### src/hdl/segment_grid_traversal_macros.svh
// ----------------------------------------------------------------------------
// Segment grid traversal assertion macros
// Checks that are compiled for simulation and drop out of synthesis.
// ----------------------------------------------------------------------------
`ifndef SEGMENT_GRID_TRAVERSAL_MACROS_SVH
`define SEGMENT_GRID_TRAVERSAL_MACROS_SVH

`ifndef SYNTHESIS
`define SGT_ASSERT_SAME(label, clk, rstn, ante, cons) \
    label: assert property (@(posedge clk) disable iff (!(rstn)) (ante) |-> (cons)) \
        else $error("sgt same-cycle check failed");
`define SGT_ASSERT_NEXT(label, clk, rstn, ante, cons) \
    label: assert property (@(posedge clk) disable iff (!(rstn)) (ante) |=> (cons)) \
        else $error("sgt next-cycle check failed");
`else
`define SGT_ASSERT_SAME(label, clk, rstn, ante, cons)
`define SGT_ASSERT_NEXT(label, clk, rstn, ante, cons)
`endif

`endif

### src/hdl/sgt_pkg.sv
`timescale 1ns / 1ps
// ----------------------------------------------------------------------------
// Segment grid traversal package
// Widths, codes and item types shared by the walker and the top level.
// ----------------------------------------------------------------------------
package sgt_pkg;

    localparam int FRAC_BITS   = 8;
    localparam int INT_BITS    = 12;
    localparam int IN_W        = INT_BITS + FRAC_BITS;
    localparam int DIFF_W      = IN_W + 1;
    localparam int NEAR_W      = FRAC_BITS + 1;
    localparam int PROD_W      = NEAR_W + DIFF_W;
    localparam int INCR_W      = DIFF_W + FRAC_BITS;
    localparam int CROSS_W     = 42;
    localparam int SPAN_W      = INT_BITS + 1;
    localparam int MOVES_W     = 14;
    localparam int LIMIT_SLACK = 2;

    localparam logic [1:0] DIR_NONE = 2'b00;
    localparam logic [1:0] DIR_POS  = 2'b01;
    localparam logic [1:0] DIR_NEG  = 2'b11;

    typedef enum logic {
        FUNC_START   = 1'b0,
        FUNC_ADVANCE = 1'b1
    } func_t;

    typedef struct packed {
        func_t                  func;
        logic signed [IN_W-1:0] start_x;
        logic signed [IN_W-1:0] start_y;
        logic signed [IN_W-1:0] end_x;
        logic signed [IN_W-1:0] end_y;
    } item_t;

    typedef struct packed {
        logic                valid_res;
        logic [INT_BITS-1:0] texel_x;
        logic [INT_BITS-1:0] texel_y;
        logic                last;
    } result_t;

endpackage

### src/hdl/sgt_walk.sv
`timescale 1ns / 1ps
// ----------------------------------------------------------------------------
// Segment grid traversal walker
// Holds the walk state and produces one result per processed item; an advance while idle gives an empty one.
// ----------------------------------------------------------------------------
`include "segment_grid_traversal_macros.svh"

module sgt_walk (
    input  logic             aclk,
    input  logic             aresetn,
    input  logic             step_en,
    input  sgt_pkg::item_t   item,
    output sgt_pkg::result_t res
);

    logic                                 walk_active_reg, walk_active_next;
    logic        [sgt_pkg::INT_BITS-1:0]  cur_col_reg, cur_col_next;
    logic        [sgt_pkg::INT_BITS-1:0]  cur_row_reg, cur_row_next;
    logic        [sgt_pkg::INT_BITS-1:0]  goal_col_reg, goal_col_next;
    logic        [sgt_pkg::INT_BITS-1:0]  goal_row_reg, goal_row_next;
    logic        [1:0]                    dir_x_reg, dir_x_next;
    logic        [1:0]                    dir_y_reg, dir_y_next;
    logic        [sgt_pkg::CROSS_W-1:0]   cross_x_reg, cross_x_next;
    logic        [sgt_pkg::CROSS_W-1:0]   cross_y_reg, cross_y_next;
    logic        [sgt_pkg::INCR_W-1:0]    incr_x_reg, incr_x_next;
    logic        [sgt_pkg::INCR_W-1:0]    incr_y_reg, incr_y_next;
    logic        [sgt_pkg::MOVES_W-1:0]   moves_left_reg, moves_left_next;

    logic signed [sgt_pkg::DIFF_W-1:0]    dx, dy;
    logic        [sgt_pkg::DIFF_W-1:0]    adx, ady;
    logic        [sgt_pkg::INT_BITS-1:0]  col0, row0, gcol0, grow0;
    logic        [sgt_pkg::NEAR_W-1:0]    nx, ny;
    logic        [sgt_pkg::PROD_W-1:0]    prod_x, prod_y;
    logic signed [sgt_pkg::SPAN_W-1:0]    span_col, span_row;
    logic        [sgt_pkg::SPAN_W-1:0]    mag_col, mag_row;
    logic        [1:0]                    dir_x0, dir_y0;
    logic                                 start_fin;
    logic                                 pick_x;
    logic        [sgt_pkg::INT_BITS-1:0]  step_col, step_row;
    logic        [sgt_pkg::MOVES_W-1:0]   moves_dec;
    logic                                 adv_fin;

    always_comb begin
        dx = $signed({item.end_x[sgt_pkg::IN_W-1], item.end_x})
           - $signed({item.start_x[sgt_pkg::IN_W-1], item.start_x});
        dy = $signed({item.end_y[sgt_pkg::IN_W-1], item.end_y})
           - $signed({item.start_y[sgt_pkg::IN_W-1], item.start_y});
        adx = dx[sgt_pkg::DIFF_W-1] ? sgt_pkg::DIFF_W'(-dx) : sgt_pkg::DIFF_W'(dx);
        ady = dy[sgt_pkg::DIFF_W-1] ? sgt_pkg::DIFF_W'(-dy) : sgt_pkg::DIFF_W'(dy);

        col0  = item.start_x[sgt_pkg::IN_W-1:sgt_pkg::FRAC_BITS];
        row0  = item.start_y[sgt_pkg::IN_W-1:sgt_pkg::FRAC_BITS];
        gcol0 = item.end_x[sgt_pkg::IN_W-1:sgt_pkg::FRAC_BITS];
        grow0 = item.end_y[sgt_pkg::IN_W-1:sgt_pkg::FRAC_BITS];

        dir_x0 = (dx == '0) ? sgt_pkg::DIR_NONE
               : (dx[sgt_pkg::DIFF_W-1] ? sgt_pkg::DIR_NEG : sgt_pkg::DIR_POS);
        dir_y0 = (dy == '0) ? sgt_pkg::DIR_NONE
               : (dy[sgt_pkg::DIFF_W-1] ? sgt_pkg::DIR_NEG : sgt_pkg::DIR_POS);

        nx = (dir_x0 == sgt_pkg::DIR_POS)
           ? (sgt_pkg::NEAR_W'(1) << sgt_pkg::FRAC_BITS)
             - {1'b0, item.start_x[sgt_pkg::FRAC_BITS-1:0]}
           : {1'b0, item.start_x[sgt_pkg::FRAC_BITS-1:0]};
        ny = (dir_y0 == sgt_pkg::DIR_POS)
           ? (sgt_pkg::NEAR_W'(1) << sgt_pkg::FRAC_BITS)
             - {1'b0, item.start_y[sgt_pkg::FRAC_BITS-1:0]}
           : {1'b0, item.start_y[sgt_pkg::FRAC_BITS-1:0]};
        prod_x = sgt_pkg::PROD_W'(nx) * sgt_pkg::PROD_W'(ady);
        prod_y = sgt_pkg::PROD_W'(ny) * sgt_pkg::PROD_W'(adx);

        span_col = $signed({gcol0[sgt_pkg::INT_BITS-1], gcol0})
                 - $signed({col0[sgt_pkg::INT_BITS-1], col0});
        span_row = $signed({grow0[sgt_pkg::INT_BITS-1], grow0})
                 - $signed({row0[sgt_pkg::INT_BITS-1], row0});
        mag_col = span_col[sgt_pkg::SPAN_W-1] ? sgt_pkg::SPAN_W'(-span_col)
                                              : sgt_pkg::SPAN_W'(span_col);
        mag_row = span_row[sgt_pkg::SPAN_W-1] ? sgt_pkg::SPAN_W'(-span_row)
                                              : sgt_pkg::SPAN_W'(span_row);
        start_fin = (col0 == gcol0) && (row0 == grow0);

        pick_x = (dir_x_reg != sgt_pkg::DIR_NONE)
              && ((dir_y_reg == sgt_pkg::DIR_NONE) || (cross_x_reg < cross_y_reg));
        step_col = cur_col_reg
                 + {{(sgt_pkg::INT_BITS-2){dir_x_reg[1]}}, dir_x_reg};
        step_row = cur_row_reg
                 + {{(sgt_pkg::INT_BITS-2){dir_y_reg[1]}}, dir_y_reg};
        moves_dec = (moves_left_reg != '0) ? moves_left_reg - sgt_pkg::MOVES_W'(1)
                                           : moves_left_reg;
    end

    always_comb begin
        walk_active_next = walk_active_reg;
        cur_col_next     = cur_col_reg;
        cur_row_next     = cur_row_reg;
        goal_col_next    = goal_col_reg;
        goal_row_next    = goal_row_reg;
        dir_x_next       = dir_x_reg;
        dir_y_next       = dir_y_reg;
        cross_x_next     = cross_x_reg;
        cross_y_next     = cross_y_reg;
        incr_x_next      = incr_x_reg;
        incr_y_next      = incr_y_reg;
        moves_left_next  = moves_left_reg;
        adv_fin          = 1'b0;
        res              = '0;

        if (item.func == sgt_pkg::FUNC_START) begin
            cur_col_next     = col0;
            cur_row_next     = row0;
            goal_col_next    = gcol0;
            goal_row_next    = grow0;
            dir_x_next       = dir_x0;
            dir_y_next       = dir_y0;
            cross_x_next     = sgt_pkg::CROSS_W'(prod_x);
            cross_y_next     = sgt_pkg::CROSS_W'(prod_y);
            incr_x_next      = {ady, sgt_pkg::FRAC_BITS'(0)};
            incr_y_next      = {adx, sgt_pkg::FRAC_BITS'(0)};
            moves_left_next  = sgt_pkg::MOVES_W'(mag_col) + sgt_pkg::MOVES_W'(mag_row)
                             + sgt_pkg::MOVES_W'(sgt_pkg::LIMIT_SLACK);
            walk_active_next = !start_fin;
            res.valid_res    = 1'b1;
            res.texel_x      = col0;
            res.texel_y      = row0;
            res.last         = start_fin;
        end else if (walk_active_reg) begin
            if (pick_x) begin
                cur_col_next = step_col;
                cross_x_next = cross_x_reg + sgt_pkg::CROSS_W'(incr_x_reg);
            end else begin
                cur_row_next = step_row;
                cross_y_next = cross_y_reg + sgt_pkg::CROSS_W'(incr_y_reg);
            end
            moves_left_next = moves_dec;
            adv_fin = ((cur_col_next == goal_col_reg) && (cur_row_next == goal_row_reg))
                   || (moves_dec == '0);
            walk_active_next = !adv_fin;
            res.valid_res    = 1'b1;
            res.texel_x      = cur_col_next;
            res.texel_y      = cur_row_next;
            res.last         = adv_fin;
        end
    end

    always_ff @(posedge aclk) begin
        if (!aresetn) begin
            walk_active_reg <= 1'b0;
            cur_col_reg     <= '0;
            cur_row_reg     <= '0;
            goal_col_reg    <= '0;
            goal_row_reg    <= '0;
            dir_x_reg       <= sgt_pkg::DIR_NONE;
            dir_y_reg       <= sgt_pkg::DIR_NONE;
            cross_x_reg     <= '0;
            cross_y_reg     <= '0;
            incr_x_reg      <= '0;
            incr_y_reg      <= '0;
            moves_left_reg  <= '0;
        end else if (step_en) begin
            walk_active_reg <= walk_active_next;
            cur_col_reg     <= cur_col_next;
            cur_row_reg     <= cur_row_next;
            goal_col_reg    <= goal_col_next;
            goal_row_reg    <= goal_row_next;
            dir_x_reg       <= dir_x_next;
            dir_y_reg       <= dir_y_next;
            cross_x_reg     <= cross_x_next;
            cross_y_reg     <= cross_y_next;
            incr_x_reg      <= incr_x_next;
            incr_y_reg      <= incr_y_next;
            moves_left_reg  <= moves_left_next;
        end
    end

    `SGT_ASSERT_SAME(a_active_has_moves, aclk, aresetn, walk_active_reg, moves_left_reg != '0)
    `SGT_ASSERT_SAME(a_idle_advance_empty, aclk, aresetn, step_en && (item.func == sgt_pkg::FUNC_ADVANCE) && !walk_active_reg, !res.valid_res && !res.last)
    `SGT_ASSERT_NEXT(a_last_ends_walk, aclk, aresetn, step_en && res.last, !walk_active_reg)
    `SGT_ASSERT_NEXT(a_open_start_walks, aclk, aresetn, step_en && (item.func == sgt_pkg::FUNC_START) && !res.last, walk_active_reg)

endmodule

### src/hdl/segment_grid_traversal.sv
`timescale 1ns / 1ps
// Each accepted input item is held in the input register, then its result in the result register.
// One item per cycle while m_tready does not hold a result; each advance is one compare and add on the running sums.
// Input and result stages each hold one item, so input is taken while a result waits only if the input stage is empty.
// Reset (aresetn low, synchronous) empties both stages and idles the walk.
// ----------------------------------------------------------------------------
// Segment grid traversal
// Walks the unit texel grid along a fixed-point segment, at most one texel per item.
// ----------------------------------------------------------------------------
module segment_grid_traversal (
    input  logic        aclk,
    input  logic        aresetn,
    input  logic        s_tvalid,
    output logic        s_tready,
    input  logic [79:0] s_tdata,   // start_x[19:0], start_y[39:20], end_x[59:40], end_y[79:60]
    input  logic [0:0]  s_tuser,   // func[0]
    output logic        m_tvalid,
    input  logic        m_tready,
    output logic [23:0] m_tdata,   // texel_x[11:0], texel_y[23:12]
    output logic [0:0]  m_tuser,   // valid_res[0]
    output logic        m_tlast
);

    localparam int IW = sgt_pkg::IN_W;

    logic               in_vld_reg, in_vld_next;
    sgt_pkg::item_t     in_item_reg;
    logic               out_vld_reg, out_vld_next;
    sgt_pkg::result_t   out_res_reg;
    sgt_pkg::result_t   step_res;
    logic               fire;

    assign fire     = in_vld_reg && (!out_vld_reg || m_tready);
    assign s_tready = !in_vld_reg || fire;

    always_comb begin
        in_vld_next  = s_tready ? s_tvalid : in_vld_reg;
        out_vld_next = fire ? 1'b1 : (out_vld_reg && !m_tready);
    end

    always_ff @(posedge aclk) begin
        if (!aresetn) begin
            in_vld_reg  <= 1'b0;
            out_vld_reg <= 1'b0;
        end else begin
            in_vld_reg  <= in_vld_next;
            out_vld_reg <= out_vld_next;
        end
    end

    always_ff @(posedge aclk) begin
        if (s_tready && s_tvalid) begin
            in_item_reg.func    <= sgt_pkg::func_t'(s_tuser[0]);
            in_item_reg.start_x <= s_tdata[IW-1:0];
            in_item_reg.start_y <= s_tdata[2*IW-1:IW];
            in_item_reg.end_x   <= s_tdata[3*IW-1:2*IW];
            in_item_reg.end_y   <= s_tdata[4*IW-1:3*IW];
        end
        if (fire) begin
            out_res_reg <= step_res;
        end
    end

    sgt_walk u_walk (
        .aclk    (aclk),
        .aresetn (aresetn),
        .step_en (fire),
        .item    (in_item_reg),
        .res     (step_res)
    );

    assign m_tvalid = out_vld_reg;
    assign m_tdata  = {out_res_reg.texel_y, out_res_reg.texel_x};
    assign m_tuser  = out_res_reg.valid_res;
    assign m_tlast  = out_res_reg.last;

endmodule

### config.mk
export PLATFORM = sky130hd
export DESIGN_NAME = segment_grid_traversal
export DESIGN_NICKNAME = d
export VERILOG_FILES = /design/src/hdl/sgt_pkg.sv /design/src/hdl/sgt_walk.sv /design/src/hdl/segment_grid_traversal.sv
export VERILOG_INCLUDE_DIRS = /design/src /design/src/hdl
export SDC_FILE = /design/constraint.sdc
export NUM_CORES = 2
export LEC_CHECK = 0
export BUFFER_PORTS_ARGS = -buffer_cell sky130_fd_sc_hd__buf_2
export CAP_MARGIN = 15
export CORE_MARGIN = 8
export CORE_UTILIZATION = 40
export DETAILED_ROUTE_END_ITERATION = 10
export PLACE_DENSITY_LB_ADDON = 0.25
export SYNTH_ARGS = -nofsm -noshare
export SYNTH_HDL_FRONTEND = slang
export SYNTH_SLANG_ARGS = --single-unit
### constraint.sdc
create_clock -name aclk -period 12.7 [get_ports aclk]
set_input_delay 3.175 -clock aclk [delete_from_list [all_inputs] [get_ports aclk]]
set_output_delay 3.175 -clock aclk [all_outputs]
set_load 0.05 [all_outputs]
==> impl_results.md <==
- Port bufs: between 100 and 150
- Count of final setup violators: 0
- Hold Crit Start: u_walk.cross_x_reg[0]
- Worst-Skew Late Latency: 0.59 ns
- Setup Skew: 0.0414 ns
- Placer Congestion: 0.936
- Largest family of logic cells by synthesized area: adder cells
- Asr flop ratio synth: 0
- Syn_nets: 4486
- Slowest stage cell, crit path: edfxtp_1
- Largest net degree at the start of global routing: 89
- Clock Tree Root: clkbuf_16
- Core Area: between 70000 and 80000 um2
- CP Max Fanout: 22
- Final period utilization: 0.838
- Post-synth EDFFs: 107
- Vias per cell: 5.44
- XOR/XNOR Fraction of Synth Area: 0.0757
- Worst hold path type: register to register
- DIE HEIGHT: 299 um
- Setup Buffers After CTS: 0
- Layout cells sized above 1: 0.0708
- Post-cts resize count: 0
- Critical path buffers and inverters: 5
- Arrival time worst endpoint: between 10 and 15 ns
- FF+latch count, synth: 302
- Reg clk slew, reported paths: 0.06 ns
- Post-Synth Simple-Gate Area: 0.180
- Crit path max-delay family: compound AO/OA/AOI/OAI gates
- Placed wire-length estimate: ~76000 um
- TritonCTS clock tree: done
- Reg2Reg Depth: 35
- Initial antenna violation count: 0
- Count of final max-slew check failures: 0
- Detailed Route Iter0 Violations: 1833
- Main synth FF type: dfxtp_1
- Adder-Cell Fraction of Synth Area: 0.282
- H-tree Lvls: 2
- Ports: 113
- Die width: 299 um
- Post-Route WL: 97500 um
- # DRC: 0
- Vias in the first global route: 26742
- Synth Area in Compound Gates: 0.157
- Crit. End Element: register
- Final core occ: 0.444
- Most common cell in the netlist: inv_1
- Worst-case clock buffer depth: 3
- R2R Path Start: in_item_reg[60]
- Hold depth: 2
- Area leader, netlist: fa_1
- Most common cell on crit path: fa_1
- Slew of the pin with the lowest slew margin: between 1 and 1.5 ns
- CTS buffer count: 39
- Tmin final: 10.64 ns
- Row cnt: 103
- Ys Warns: 0
- WHS Endpoint: u_walk.cross_x_reg[0]
- Mux cell area share after synthesis: 0.00695
- Global route overflow: 0
- Routed wire per std cell: 19.5 um
- Setup TNS: 0 ns
- Critical Path Max Stage Delay: 0.89 ns
- Distinct cells, synth: 85
- Reg-to-reg endpoint: u_walk.cross_x_reg[26]
- Critical path required time: ~13 ns
- DRT Pass-1 Iters: 6
- Post-Place Cells: ~4900
- GR Util All Layers: 0.214
- F_max: 0.0940 GHz
- Synthesized area: 32000 um2
- Synthesized instance count: 3845
- R2R setup slack: between 2 and 2.5 ns
- DP Worst Slack: 2.29 ns
- Register area share after synthesis: 0.222
- Die area: 89400 um2
- CP Launch Type: register
- WS Path Type: register to register
- Initial Utilization: 0.405
- Max_cap viols: 0
- Hold-fix buffers, CTS: 0
- Max reg flops: 81
- Status: finished, final reports clean
- RSZ-0062 raised after global routing: no
- CTS sink count: 302
- CP startpoint: in_item_reg[60]
- Cell Count, Final, Fillers Out: 4992
- Fin. Hold Viols: 0
- Top-area cell type share of the netlist area: 0.173
- Ranking of synthesized cells by area: fa_1 (17%), dfxtp_1 (12%), ha_1 (11%), edfxtp_1 (10%), inv_1 (5.7%)
- Antenna viol nets, final: 0
- Final worst setup slack: 2.06 ns
- Routed vias: 27159
- Area delta synth->final: 9.62%
- First-pass GRT wire length: about 150000 um
- Ant diodes: 0
- Final nets: 4552
- Post-Syn Area per Cell: 8.33 um2
- Slew HR: 0.192
- Top cells by count, synth: inv_1 (486), nor2_1 (482), nand2_1 (328)
-- stage by stage --
| stage | hold WS [ns] | cell area, um2 |
|---|---|---|
| 6_report | 0.454 | 35100 |
| 2_1_floorplan | 0.427 | 32000 |
| 3_5_place_dp | 0.451 | 33800 |
| 3_3_place_gp | 0.444 | 33800 |
| 5_1_grt | 0.468 | 35100 |
| 4_1_cts | 0.459 | 35100 |
-- cell type report --
class	count	area, um2
timing repair buffer	168	981
fill	7931	44000
sequential	302	7120
inverter	487	1830
clock buffer	51	1060
multi-input combinational	2913	22600
tap	1050	1310
clock inverter	21	241
-- logic make-up (layout without fill, tap and decap cells) --
kind of cell             Yosys count  after routing
buffers and inverters            630            727
adder cells (fa/ha/maj)          556            556
AND/OR/NAND/NOR                 1258           1258
multiplexers                      20             20
AO/OA/AOI/OAI                    804            804
flip-flops                       302            302
XOR/XNOR                         275            275
-- cells in the final DEF, fill, tap and decap left out, types with 6 or more instances in the layout --
cell | synthesis | layout
inv_1 | 486 | 485
nor2_1 | 482 | 481
nand2_1 | 328 | 327
ha_1 | 279 | 279
fa_1 | 277 | 277
a21oi_1 | 261 | 260
dfxtp_1 | 195 | 195
xnor2_1 | 167 | 165
o21ai_0 | 156 | 156
buf_2 | 11 | 112
edfxtp_1 | 107 | 107
xor2_1 | 106 | 106
nand2b_1 | 86 | 86
a211oi_1 | 69 | 69
nand3_1 | 68 | 68
a21o_1 | 63 | 63
nor3_1 | 63 | 63
buf_4 | 5 | 56
clkbuf_16 | 0 | 39
nor2b_1 | 39 | 38
o22ai_1 | 38 | 38
or3_1 | 37 | 37
a31oi_1 | 35 | 34
nand4_1 | 32 | 32
and3_1 | 25 | 25
o21a_1 | 25 | 25
and2_1 | 25 | 24
o21bai_1 | 22 | 22
o31ai_1 | 22 | 21
or2_2 | 16 | 16
o211ai_1 | 15 | 15
nor4_1 | 14 | 14
mux2i_1 | 14 | 14
a221oi_1 | 11 | 11
o221ai_1 | 10 | 10
or4_1 | 10 | 10
a21boi_0 | 8 | 8
clkbuf_1 | 117 | 8
a311oi_1 | 6 | 6
-- per-layer routing --
layer | track usage | wire [um]
met4 | 0.0730 | 3420
met1 | 0.289 | 43600
met3 | 0.0361 | 6830
met2 | 0.344 | 43600
met5 | 0 | 0
-- worst reg2reg max path, delay by kind of cell (launching register included) --
| family | cells | cell delay, ns |
|---|---|---|
| compound gates | 13 | 3.45 |
| fa+ha+maj | 7 | 2.90 |
| simple gates | 7 | 1.46 |
| xor+xnor | 3 | 1.23 |
| flops | 1 | 0.89 |
| buf+inv | 5 | 0.52 |
-- worst max path at each step --
| stage | slack, ns | endpoint | depth (start not counted) |
|---|---|---|---|
| floorplan | 4.24 | u_walk.cross_y_reg[28] | 35 |
| global placement | 2.32 | u_walk.cross_x_reg[20] | 33 |
| detailed placement | 2.29 | u_walk.cross_x_reg[28] | 35 |
| CTS | 2.24 | u_walk.cross_x_reg[28] | 35 |
| global route | 1.33 | u_walk.cross_x_reg[28] | 35 |
| finish | 2.06 | u_walk.cross_x_reg[26] | 35 |
Power is not shown: default switching activity piles up to over one toggle a cycle in this logic, so the estimate is an artifact.
